File: src/rtl/ple_pkg.sv
`default_nettype none

package ple_pkg;

	localparam int CAPACITY   = 64;
	localparam int ELEM_WIDTH = 32;
	localparam int POS_W      = 7;
	localparam int CNT_W      = $clog2(CAPACITY + 1);
	localparam int GRP_SIZE   = 8;
	localparam int NGRP       = (CAPACITY + GRP_SIZE - 1) / GRP_SIZE;

	typedef enum logic [1:0] {
		KIND_INSERT = 2'd0,
		KIND_REMOVE = 2'd1,
		KIND_GET    = 2'd2,
		KIND_NONE   = 2'd3
	} ple_kind_t;

	typedef enum logic [1:0] {
		ST_OK     = 2'd0,
		ST_FULL   = 2'd1,
		ST_EMPTY  = 2'd2,
		ST_BADPOS = 2'd3
	} ple_status_t;

	typedef struct packed {
		logic [1:0]  kind;
		logic [6:0]  position;
		logic [31:0] element_value;
	} ple_req_t;

	typedef struct packed {
		logic [1:0]  status;
		logic [31:0] read_value;
		logic [6:0]  entry_count;
	} ple_rsp_t;

	typedef struct packed {
		logic                  ins;
		logic                  rem;
		logic                  rd;
		logic [POS_W-1:0]      pos;
		logic [ELEM_WIDTH-1:0] elem;
	} ple_ctrl_t;

endpackage

`default_nettype wire

File: src/rtl/ple_cell.sv
`default_nettype none

module ple_cell
	import ple_pkg::*;
#(
	parameter int IDX = 0
) (
	input  wire logic                  clk,
	input  wire ple_ctrl_t             ctrl,
	input  wire logic [ELEM_WIDTH-1:0] left,
	input  wire logic [ELEM_WIDTH-1:0] right,
	output logic      [ELEM_WIDTH-1:0] data,
	output logic      [ELEM_WIDTH-1:0] rd
);

	localparam logic [POS_W-1:0] MY_POS = POS_W'(IDX);

	logic [ELEM_WIDTH-1:0] data_q;

	always_ff @(posedge clk) begin
		if (ctrl.ins) begin
			if (MY_POS > ctrl.pos) begin
				data_q <= left;
			end else if (MY_POS == ctrl.pos) begin
				data_q <= ctrl.elem;
			end
		end else if (ctrl.rem) begin
			if (MY_POS >= ctrl.pos) begin
				data_q <= right;
			end
		end
	end

	assign data = data_q;
	assign rd   = (ctrl.rd && (MY_POS == ctrl.pos)) ? data_q : '0;

endmodule

`default_nettype wire

File: config.mk
export PLATFORM = sky130hd
export DESIGN_NAME = ple_cell
export DESIGN_NICKNAME = d
export VERILOG_FILES = /design/src/rtl/ple_pkg.sv /design/src/rtl/ple_cell.sv
export SDC_FILE = /design/constraint.sdc
export NUM_CORES = 1
export LEC_CHECK = 0
export ABC_AREA = 1
export BUFFER_PORTS_ARGS = -buffer_cell sky130_fd_sc_hd__buf_2
export CORE_MARGIN = 5
export CORE_UTILIZATION = 40
export DETAILED_ROUTE_END_ITERATION = 6
export PLACE_DENSITY = 0.92
export RECOVER_POWER = 25
export SKIP_LAST_GASP = 1
export SLEW_MARGIN = 20
export SYNTH_ARGS = -nofsm -noshare
export SYNTH_HDL_FRONTEND = slang
export SYNTH_SLANG_ARGS = --single-unit
File: constraint.sdc
create_clock -name clk -period 7.1 [get_ports clk]
set_input_delay 0.71 -clock clk [delete_from_list [all_inputs] [get_ports clk]]
set_output_delay 0.71 -clock clk [all_outputs]
set_load 0.005 [all_outputs]
# Word level (Yosys, flattened, before mapping)

Cells that the tools add are included.

Logic and storage cells: 15
Output and inout port bits: 64
Input bits: 107
Register bits after elaboration: 32

Reduce and logical (&&, ||, !) cells: 5
Magnitude comparators: 2
Equality and inequality tests: 1
Muxes and demuxes: 6

Operators by type and width:

| operator                                                                        | number |
|---|---|
| 32-bit 2-to-1 mux                                                               | 6 |
| 1-bit by 7-bit >= comparator with 1-bit output (first input constant)           | 1 |
| 1-bit by 7-bit greater-than comparator with 1-bit output (first input constant) | 1 |
| 7-bit logical NOT                                                               | 1 |
| 2-bit nonzero test                                                              | 2 |
| 3-bit by 1-bit inequality test with 1-bit output (second input constant)        | 1 |
| 3-bit AND reduction                                                             | 1 |
| 1-bit logical AND                                                               | 1 |

# Depth between registers and ports, before layout

Gate-level depths: netlist of the first run.

Depth in word-level cells: 4
Depth in mapped cells: 6
Gate-level depth less buffers: 5

# Worst setup path before layout of the first run

OpenSTA, ideal clock, no wires.

Path kind: in2reg
Start point: input port ctrl[36] in the netlist's numbering
End point: register data_q[0] (netlist: data[0]) (enable)
Required time: 6679 ps
Path buffers: 0
Setup slack: 4299 ps
Setup time: 421 ps
Arrival time: 2380 ps
Stages: 5
Cell sequence: inv_1 -> nand2_1 -> nor2_2 -> nand2_1 -> nor2_1

Cells in the longest elaborated chain, start to end: 3
Elaborated cells on any way between the ends: 6

RTL lines:

| what                                                                                                           | RTL line       | RTL |
|---|---|---|
| start, declared                                                                                                | ple_cell.sv:9  | `input wire ple_ctrl_t ctrl,` |
| 1-bit by 7-bit greater-than comparator with 1-bit output (tied with other cells)                               | ple_cell.sv:22 | `if (MY_POS > ctrl.pos) begin` |
| 3-bit by 1-bit inequality test with 1-bit output (no source line) / 2-bit nonzero test (equally long branches) | -              |  |
| 3-bit AND reduction (no source line) (*)                                                                       | -              |  |
| end signal, assigned                                                                                           | ple_cell.sv:23 | `data_q <= left;` |
| end signal, assigned                                                                                           | ple_cell.sv:25 | `data_q <= ctrl.elem;` |
| end signal, assigned                                                                                           | ple_cell.sv:29 | `data_q <= right;` |
| end, declared                                                                                                  | ple_cell.sv:18 | `logic [ELEM_WIDTH-1:0] data_q;` |

Every way passes the cells marked *; elsewhere a longest branch is shown, timed or not.
A chain may end at the register's enable or synchronous reset.

# Final worst setup path of the first run

Start point: input port ctrl[36] in the netlist's numbering
End point: output port rd[31]

Cells in the longest elaborated chain, start to end: 3

RTL lines:

| what              | RTL line       | RTL |
|---|---|---|
| 7-bit logical NOT | ple_cell.sv:35 | `assign rd = (ctrl.rd && (MY_POS == ctrl.pos)) ? data_q : '0;` |
| 1-bit logical AND | ple_cell.sv:35 |  |
| 32-bit 2-to-1 mux | ple_cell.sv:35 |  |
| end, declared     | ple_cell.sv:13 | `output logic [ELEM_WIDTH-1:0] rd` |

Every way passes these cells.

==> results of run 1 <==
cell usage after synthesis (all sizes together):
| master | number | area [um^2] |
|---|---|---|
| nand3 | 1 | 17.5 |
| mux2 | 32 | 379 |
| inv | 38 | 143 |
| nor2 | 36 | 225 |
| nand2 | 4 | 15.0 |
| edfxtp | 32 | 961 |
| buf | 7 | 78.8 |
cell families after synthesis:
family / count (synthesis) / synth area share [%]
buffers and inverters: 45 / 12.2
flip-flops: 32 / 52.8
multiplexers: 32 / 20.8
AND/OR/NAND/NOR: 41 / 14.2
worst paths after layout:
check / startpoint / endpoint / slack [ps]
worst max-delay path: ctrl[36] / rd[31] / 4470
worst min-delay path: ctrl[25] / data[25] / 730
stage by stage:
| stage | utilization (%) | setup WS [ps] | hold slack [ps] |
|---|---|---|---|
| 5_1_grt | 58.3 | 4360 | 723 |
| 2_1_floorplan | - | 4300 | 927 |
| 3_3_place_gp | 57.1 | 4470 | 1010 |
| 6_report | 58.3 | 4470 | 734 |
| 3_5_place_dp | 57.1 | 4400 | 1020 |
| 4_1_cts | 58.9 | 4440 | 724 |
power breakdown:
part	internal [mW]	total, mW	switching [mW]
Clock	0.0665	0.127	0.0604
Combinational	0.0298	0.0460	0.0162
Sequential	0.210	0.211	0.000446
layout make-up:
class	count	area (um^2)
Tap cell	52	65.1
Fill cell	376	1830
Inverter	38	143
Timing Repair Buffer	138	667
Sequential cell	32	961
Multi-Input combinational cell	73	644
Clock inverter	1	5.00
Clock buffer	6	72.6
per-layer routing:
metal,GRT usage [%],up-vias,part of all wire [%]
li1,-,747,-
met1,14.4,670,33
met2,29.2,80,54
met3,5.90,10,10
met4,5.15,0,1.6
met5,0,-,0
==> impl_results.md, run 1 <==
* Outcome: complete, no violations
* Final instance area at 0.00256 mm^2
* Post-synthesis sequential area ratio at 52.8%
* Largest delay contributor family on the critical path: simple AND/OR/NAND/NOR gates
* Crit path kind: in -> out
* Total power at 0.384 mW
* Area growth from synthesis to layout at 40.6%
* Worst slew pin tran at 877 ps
* Startpoint kind of the worst setup timing path: primary input
* Slowest stage cell, crit path: sky130_fd_sc_hd__nand3_4
* Final standard cell count with taps included and fillers excluded at 340
* Boundary Pins at 171
* Max Fanout on Critical Path at 32
* Data required time of the worst path at 6390 ps
* First DRT Iteration DRCs at 52
* Maximum number of pins on one net before global-route repair at 34
* Vertical die dimension at 77.4 um
* Standard cell area after detailed placement at 0.00250 mm^2
* Endpoint kind of the worst setup timing path: output port
* Antenna fix cells at 0
* Number of nets in the finished design at 395
* GPL Wtd Cong at 0.793
* Number of iterations in the first detailed-routing pass at 4
* Number of clock buffers inserted by TritonCTS at 5
* Wire length after detailed routing at 4500 um
* Longest Clk Path Bufs at 2
* Power density normalized to cell area at 150 mW/mm^2
* Register bit total from synthesis at 32
* Yosys cell types at 10
* First-pass GRT wire length at 7360 um
* Share of layout cells above drive strength 1 at 66.3%
* Minimum clock period at 2630 ps
* Total die area at 0.00600 mm^2
* Number of antenna violations at the first check in global routing at 0
* Unrepaired setup endpoints after global routing: no
* Number of port buffers at 138
* Post-synthesis average cell area at 12.1 um^2
* Vias in the first global route at 1665
* Hold Crit Class: in -> reg
* Root cell of the clock tree: sky130_fd_sc_hd__clkbuf_8
* Max-slew violation count at 0
* Part of the cycle the worst path needs at 37.0%
* H-tree levels at 2
* Mapped Nets at 257
* Fin Setup TNS at 0 ps
* Crit path buf inv count at 3
* Cell mode on critical path: sky130_fd_sc_hd__buf_2
* Wire length per cell after detailed routing at 13.2 um
* Via density at 4.43
* Core Rows at 24
* Largest register FFs at 32
* Post-route DRC at 0
* Synthesized area at 0.00182 mm^2
* Cell Chain, Critical Path: buf_2 -> inv_1 -> nand2_1 -> nor2_2 -> nand3_4 -> nor2_1 -> buf_2
* Data arrival, critical path at 1920 ps
* Final setup fails at 0
* Clk slew on worst S/H paths at 60 ps
* Timing-limited maximum frequency at 381 MHz
* Post-CTS setup buffer count at 0
* Antenna violation net count after detailed routing at 0
* Number of synthesis warnings at 0
* Worst hold path depth at 2
* Relative slew slack at 41.4%
* Total stage count of the critical path at 7
* Hold buffers post-CTS at 0
* CTS tree: built
* Die Span X at 77.4 um
* Leading cell types in the layout, fill and taps excluded: 119 x sky130_fd_sc_hd__buf_2, 38 x sky130_fd_sc_hd__inv_1, 32 x sky130_fd_sc_hd__edfxtp_1, 30 x sky130_fd_sc_hd__nor2_2, 27 x sky130_fd_sc_hd__mux2_2
* Maximum capacitance violations at 0
* Sink Count at 32
* Core outline area at 0.00438 mm^2
* Max VDD drop at 0.0000842 V
* Crit path largest cell delay at 460 ps
* Global router's overall resource usage at 15.2%
* Total global routing overflow at 0
* Leakage power summed over all cells at 1.30 nW
* HPWL reported at the end of detailed placement at 3620 um
* Hold violation count in the final report at 0
* Inst Count DP at 333
* Routed vias at 1507
* Synthesized instance count at 150
* Most common cell after layout, fill and taps aside: sky130_fd_sc_hd__buf_2
* Cells resized by post-CTS repair at 0
* Starting utilization of the core area at 41.5%
(Power assumes the default switching activity.)
==> inputs of run 2 (changes only) <==
Settings changed: ABC_AREA 1 to 0, CORE_UTILIZATION 40 to 38, PLACE_DENSITY 0.92 to 0.87.
Clock period 7.1 ns to 2.65 ns, I/O delays scaled along.
==> impl_results.md, run 2 <==
* Number of clock buffers inserted by TritonCTS at 5
* Net switching fraction of the power at 20.7%
* HPWL reported at the end of detailed placement at 3760 um
* H-tree levels at 2
* Number of antenna violations at the first check in global routing at 0
* Synth Area in XOR/XNOR at 0%
* Max Fanout on Critical Path at 32
* Violations in the final reports: max-capacitance violations, max-slew violations
* Crit path buf inv count at 2
* Die Span X at 81.5 um
* Worst slew pin tran at 1720 ps
* Most common cell after layout, fill and taps aside: sky130_fd_sc_hd__buf_2
* Area growth from synthesis to layout at 38.1%
* Part of the power in combinational logic at 12.5%
* Clk slew on worst S/H paths at 60 ps
* Proportion of netlist area held by the largest area contributor at 49.5%
* Number of synthesis warnings at 0
* Number of fillers in the final layout at 445
* Mapped Nets at 252
* Crit path largest cell delay at 1260 ps
* Number of iterations in the first detailed-routing pass at 4
* Area fraction in compound gates after synthesis at 0%
* Core Util, Final at 53.2%
* Maximum capacitance violations at 1
* Minimum clock period at 2110 ps
* Highest metal layer with signal wires: met4
* Cell mode on critical path: sky130_fd_sc_hd__clkbuf_1
* Register bit total from synthesis at 32
* Clock group share of total power at 33.2%
* Post-CTS setup buffer count at 0
* Wire length after detailed routing at 4820 um
* Boundary Pins at 171
* Global router's overall resource usage at 14.4%
* Met2 wire length at 2590 um
* Leading cell types in the layout, fill and taps excluded: 112 x sky130_fd_sc_hd__buf_2, 32 x sky130_fd_sc_hd__mux2_2, 32 x sky130_fd_sc_hd__inv_1, 32 x sky130_fd_sc_hd__edfxtp_1, 29 x sky130_fd_sc_hd__clkbuf_1
* Antenna violation net count after detailed routing at 0
* Outcome: complete, but fails checks
* Startpoint kind of the worst setup timing path: primary input
* Power density normalized to cell area at 388 mW/mm^2
* Post-synthesis average cell area at 13.4 um^2
* Slowest stage cell, crit path: sky130_fd_sc_hd__clkbuf_1
* Sequential cell fraction of total power at 54.3%
* Timing-limited maximum frequency at 475 MHz
* Most used DFF post-synth: sky130_fd_sc_hd__edfxtp_1
* Synth Area in Simple Gates at 19.2%
* Share of layout cells above drive strength 1 at 65.5%
* DRT met1 WL at 1670 um
* Hold Crit Class: in -> reg
* Detailed-routed wire length on met3 at 449 um
* Vertical die dimension at 81.5 um
* Hold buffers post-CTS at 0
* Number of nets in the finished design at 390
* First DRT Iteration DRCs at 34
* Wire length per cell after detailed routing at 13.6 um
* Number of enable flip-flop cells after synthesis at 32
* Fin Setup TNS at 0 ps
* Portion of netlist area occupied by mux cells at 18.5%
* Data arrival, critical path at 2130 ps
* Max-slew violation count at 33
* Largest delay contributor family on the critical path: buffers and inverters
* Cells resized by post-CTS repair at 0
* GPL Wtd Cong at 0.772
* Endpoint kind of the worst setup timing path: register
* Largest register FFs at 32
* Dominant combinational cell family by area after synthesis: simple AND/OR/NAND/NOR gates
* Cell Chain, Critical Path: clkbuf_1 -> clkbuf_1 -> mux2_2
* Post-synthesis adder-cell area fraction at 0%
* Sink Count at 32
* Relative slew slack at -14.9%
* CTS tree: built
* Worst slack on hold paths at 289 ps
* Cell accounting for the most synthesized area: sky130_fd_sc_hd__edfxtp_1
* Starting utilization of the core area at 38.5%
* First-pass GRT wire length at 7250 um
* Power spent charging and discharging nets at 0.215 mW
* Vias in the first global route at 1580
* Total global routing overflow at 0
* Number of port buffers at 138
* Core outline area at 0.00504 mm^2
* Most frequent cells after synthesis: 32 x sky130_fd_sc_hd__edfxtp_1, 32 x sky130_fd_sc_hd__inv_1, 32 x sky130_fd_sc_hd__mux2_2
* Post-synthesis sequential area ratio at 49.5%
* Root cell of the clock tree: sky130_fd_sc_hd__clkbuf_8
* Proportion of synthesized flip-flops having asynchronous set or reset at 0%
* Maximum number of pins on one net before global-route repair at 33
* Data required time of the worst path at 2670 ps
* Total die area at 0.00664 mm^2
* Leakage power summed over all cells at 1.22 nW
* Final setup fails at 0
* Hold violation count in the final report at 0
* Yosys cell types at 14
* Antenna fix cells at 0
* Core Rows at 26
* Synthesized instance count at 145
* Via density at 4.39
* Area contributors post-synth: sky130_fd_sc_hd__edfxtp_1 49%, sky130_fd_sc_hd__mux2_2 19%, sky130_fd_sc_hd__nor3_2 14%
* Synthesized area at 0.00194 mm^2
* Routed vias at 1555
* Part of the cycle the worst path needs at 79.5%
* Unrepaired setup endpoints after global routing: no
* P_int at 0.826 mW
* Crit path kind: in -> reg
* Longest Clk Path Bufs at 2
* Post-route DRC at 0
* Max VDD drop at 0.000297 V
==> run 2: final timing paths <==
path / startpoint / to / slack [ps] / depth (start not counted)
max: ctrl[41] / data[5] / 540 / 3
min: right[7] / data[7] / 290 / 2
==> run 2: final cells by class <==
| class | instances | area [um^2] | share of cell area (%) |
|---|---|---|---|
| Sequential cell | 32 | 961 | 35.8 |
| Clock inverter | 1 | 3.75 | 0.140 |
| Timing Repair Buffer | 143 | 692 | 25.8 |
| Tap cell | 70 | 87.6 | 3.26 |
| Multi-Input combinational cell | 69 | 742 | 27.7 |
| Inverter | 32 | 120 | 4.48 |
| Clock buffer | 7 | 76.3 | 2.85 |
==> run 2: logic make-up after synthesis <==
group                  after synthesis
buffers and inverters               44
DFF                                 32
muxes                               32
and+or+nand+nor                     37
==> run 2: stage by stage <==
step,setup WS (ps),power [mW],area [um^2],instances
2_1_floorplan,138,0.650,1950,145
3_3_place_gp,700,0.703,2640,346
3_5_place_dp,684,0.708,2640,346
4_1_cts,745,1.06,2720,354
5_1_grt,389,1.10,2680,354
6_report,545,1.04,2680,354
==> run 2: layer usage <==
metal  vias up  GRT usage [%]
met4         0           6.59
li1        770              -
met5         -              0
met2        71           26.0
met1       704           15.3
met3        10           4.50
==> run 2: power groups by stage <==
stage / Combinational [mW] / Sequential [mW] / Clock [mW]
after floorplan: 0.0736 / 0.576 / 0
after global placement: 0.128 / 0.576 / 0
after detailed placement: 0.132 / 0.576 / 0
after CTS: 0.133 / 0.565 / 0.362
after global routing: 0.144 / 0.565 / 0.388
final: 0.131 / 0.565 / 0.345
==> inputs of run 3 (changes only) <==
Settings changed: CORE_UTILIZATION 38 to 34, PLACE_DENSITY 0.87 to 0.82.
Clock period 2.65 ns to 1.74 ns, I/O delays scaled along.
==> impl_results.md, run 3 (synthesized netlist as in run 2, its figures left out) <==
* Start point of the worst min-delay path: ctrl[16]
* Maximum number of pins on one net before global-route repair at 33
* Data arrival, critical path at 1470 ps
* Busiest layer in global routing: met2
* Number of nets in the finished design at 393
* Wire length per cell after detailed routing at 14.8 um
* Worst slew pin tran at 663 ps
* Maximum capacitance violations at 0
* Core outline area at 0.00554 mm^2
* Antenna violation net count after detailed routing at 0
* Sequential cell fraction of total power at 53.7%
* Sink Count at 32
* Cell mode on critical path: sky130_fd_sc_hd__buf_2
* Number of antenna violations at the first check in global routing at 0
* Boundary Pins at 171
* Total die area at 0.00733 mm^2
* Fin Setup TNS at 0 ps
* Die Span X at 85.6 um
* Global-route track usage on met2 at 27.0%
* Vias in the first global route at 1641
* Crit path kind: in -> out
* H-tree levels at 2
* Power spent charging and discharging nets at 0.339 mW
* Max-slew violation count at 0
* Timing-limited maximum frequency at 608 MHz
* Storage element area at 961 um^2
* Starting utilization of the core area at 35.1%
* First-pass GRT wire length at 7970 um
* Routed vias at 1611
* Max VDD drop at 0.000257 V
* Vertical die dimension at 85.6 um
* Largest delay contributor family on the critical path: simple AND/OR/NAND/NOR gates
* Power density normalized to cell area at 576 mW/mm^2
* Core Util, Final at 50.2%
* Via density at 4.49
* Clk slew on worst S/H paths at 70 ps
* Number of clock buffers inserted by TritonCTS at 5
* Total global routing overflow at 0
* Crit path largest cell delay at 560 ps
* Number of iterations in the first detailed-routing pass at 4
* Data required time of the worst path at 1570 ps
* Hold Crit Class: in -> reg
* Global router's overall resource usage at 13.8%
* Largest register FFs at 32
* Leading cell types in the layout, fill and taps excluded: 137 x sky130_fd_sc_hd__buf_2, 32 x sky130_fd_sc_hd__mux2_2, 32 x sky130_fd_sc_hd__inv_1, 32 x sky130_fd_sc_hd__edfxtp_1, 27 x sky130_fd_sc_hd__nor3_2
* Met1 layer usage reported by global route at 13.8%
* Placement-stage worst setup slack at 0.453 ps
* Hold violation count in the final report at 0
* Total power at 1.60 mW
* Final WS setup at 95.7 ps
* Root cell of the clock tree: sky130_fd_sc_hd__clkbuf_8
* Net switching fraction of the power at 21.2%
* Antenna fix cells at 0
* Number of fillers in the final layout at 509
* HPWL reported at the end of detailed placement at 4010 um
* Outcome: complete, no violations
* Area growth from synthesis to layout at 43.1%
* Max Fanout on Critical Path at 32
* Endpoint kind of the worst setup timing path: output port
* GPL Wtd Cong at 0.729
* Share of layout cells above drive strength 1 at 73.9%
* Multi-input gate area in the final layout at 746 um^2
* Crit path buf inv count at 3
* Worst slack on hold paths at 199 ps
* Part of the power in combinational logic at 13.0%
* Clock group share of total power at 33.3%
* Post-CTS setup buffer count at 0
* Core Rows at 27
* Slowest stage cell, crit path: sky130_fd_sc_hd__or4_4
* Minimum clock period at 1640 ps
* Worst hold path depth at 2
* Cells resized by post-CTS repair at 0
* Longest Clk Path Bufs at 2
* Unrepaired setup endpoints after global routing: no
* Wire length after detailed routing at 5300 um
* Met3 Usage GRT at 4.13%
* Relative slew slack at 55.8%
* Most common cell after layout, fill and taps aside: sky130_fd_sc_hd__buf_2
* Leakage power summed over all cells at 1.32 nW
* CTS tree: built
* Part of the cycle the worst path needs at 94.5%
* Cell Chain, Critical Path: buf_2 -> or4_4 -> buf_6 -> nor3_2 -> buf_2
* Post-route DRC at 0
* Startpoint kind of the worst setup timing path: primary input
* P_int at 1.26 mW
* Hold buffers post-CTS at 0
* First DRT Iteration DRCs at 28
* Final setup fails at 0
* Number of port buffers at 138
* Hold Path End: data[16]
[run 3: cell types whose count changed in the layout (fill, tap and decap cells not counted)]
cell                        change
sky130_fd_sc_hd__buf_6          +1
sky130_fd_sc_hd__buf_4          -3
sky130_fd_sc_hd__or4b_4         +1
sky130_fd_sc_hd__clkbuf_1      -23
sky130_fd_sc_hd__buf_12         +2
sky130_fd_sc_hd__clkbuf_16      +1
sky130_fd_sc_hd__buf_2         +25
sky130_fd_sc_hd__or4b_2         -1
[run 3: per-stage QoR]
| step | instance area, um^2 | std cells |
|---|---|---|
| 6_report | 2780 | 359 |
| 5_1_grt | 2780 | 359 |
| 4_1_cts | 2760 | 358 |
| 3_5_place_dp | 2680 | 350 |
| 3_3_place_gp | 2680 | 350 |
| 2_1_floorplan | 1950 | 145 |
[run 3: per-layer routing]
metal  wire length [um]  up-vias
li1                   -      779
met1               1830      759
met2               2990       69
met3                427        4
met4                 54        0
met5                  0        -
[run 3: power by group through the flow]
stage | Sequential, mW | Clock [mW] | Combinational, mW
3_3_place_gp | 0.877 | 0 | 0.202
6_report | 0.860 | 0.533 | 0.209
4_1_cts | 0.860 | 0.560 | 0.211
2_1_floorplan | 0.877 | 0 | 0.112
5_1_grt | 0.860 | 0.598 | 0.229
3_5_place_dp | 0.877 | 0 | 0.210
[run 3: worst max-delay path by stage]
stage,startpoint,endpoint,slack [ps],cells past startpoint
final,ctrl[34],rd[13],100,5
after global routing,ctrl[34],rd[0],60,5
after CTS,ctrl[34],rd[13],20,5
after detailed placement,ctrl[34],data[1],0.5,4
after global placement,ctrl[34],data[1],20,4
after floorplan,ctrl[34],data[0],-680,3
[run 3: cell type report]
type                            count  share of cell area, %
Multi-Input combinational cell     69                   26.8
Clock buffer                        7                   2.74
Sequential cell                    32                   34.5
Timing Repair Buffer              146                   28.2
Clock inverter                      1                  0.135
Tap cell                           72                   3.24
Inverter                           32                   4.32
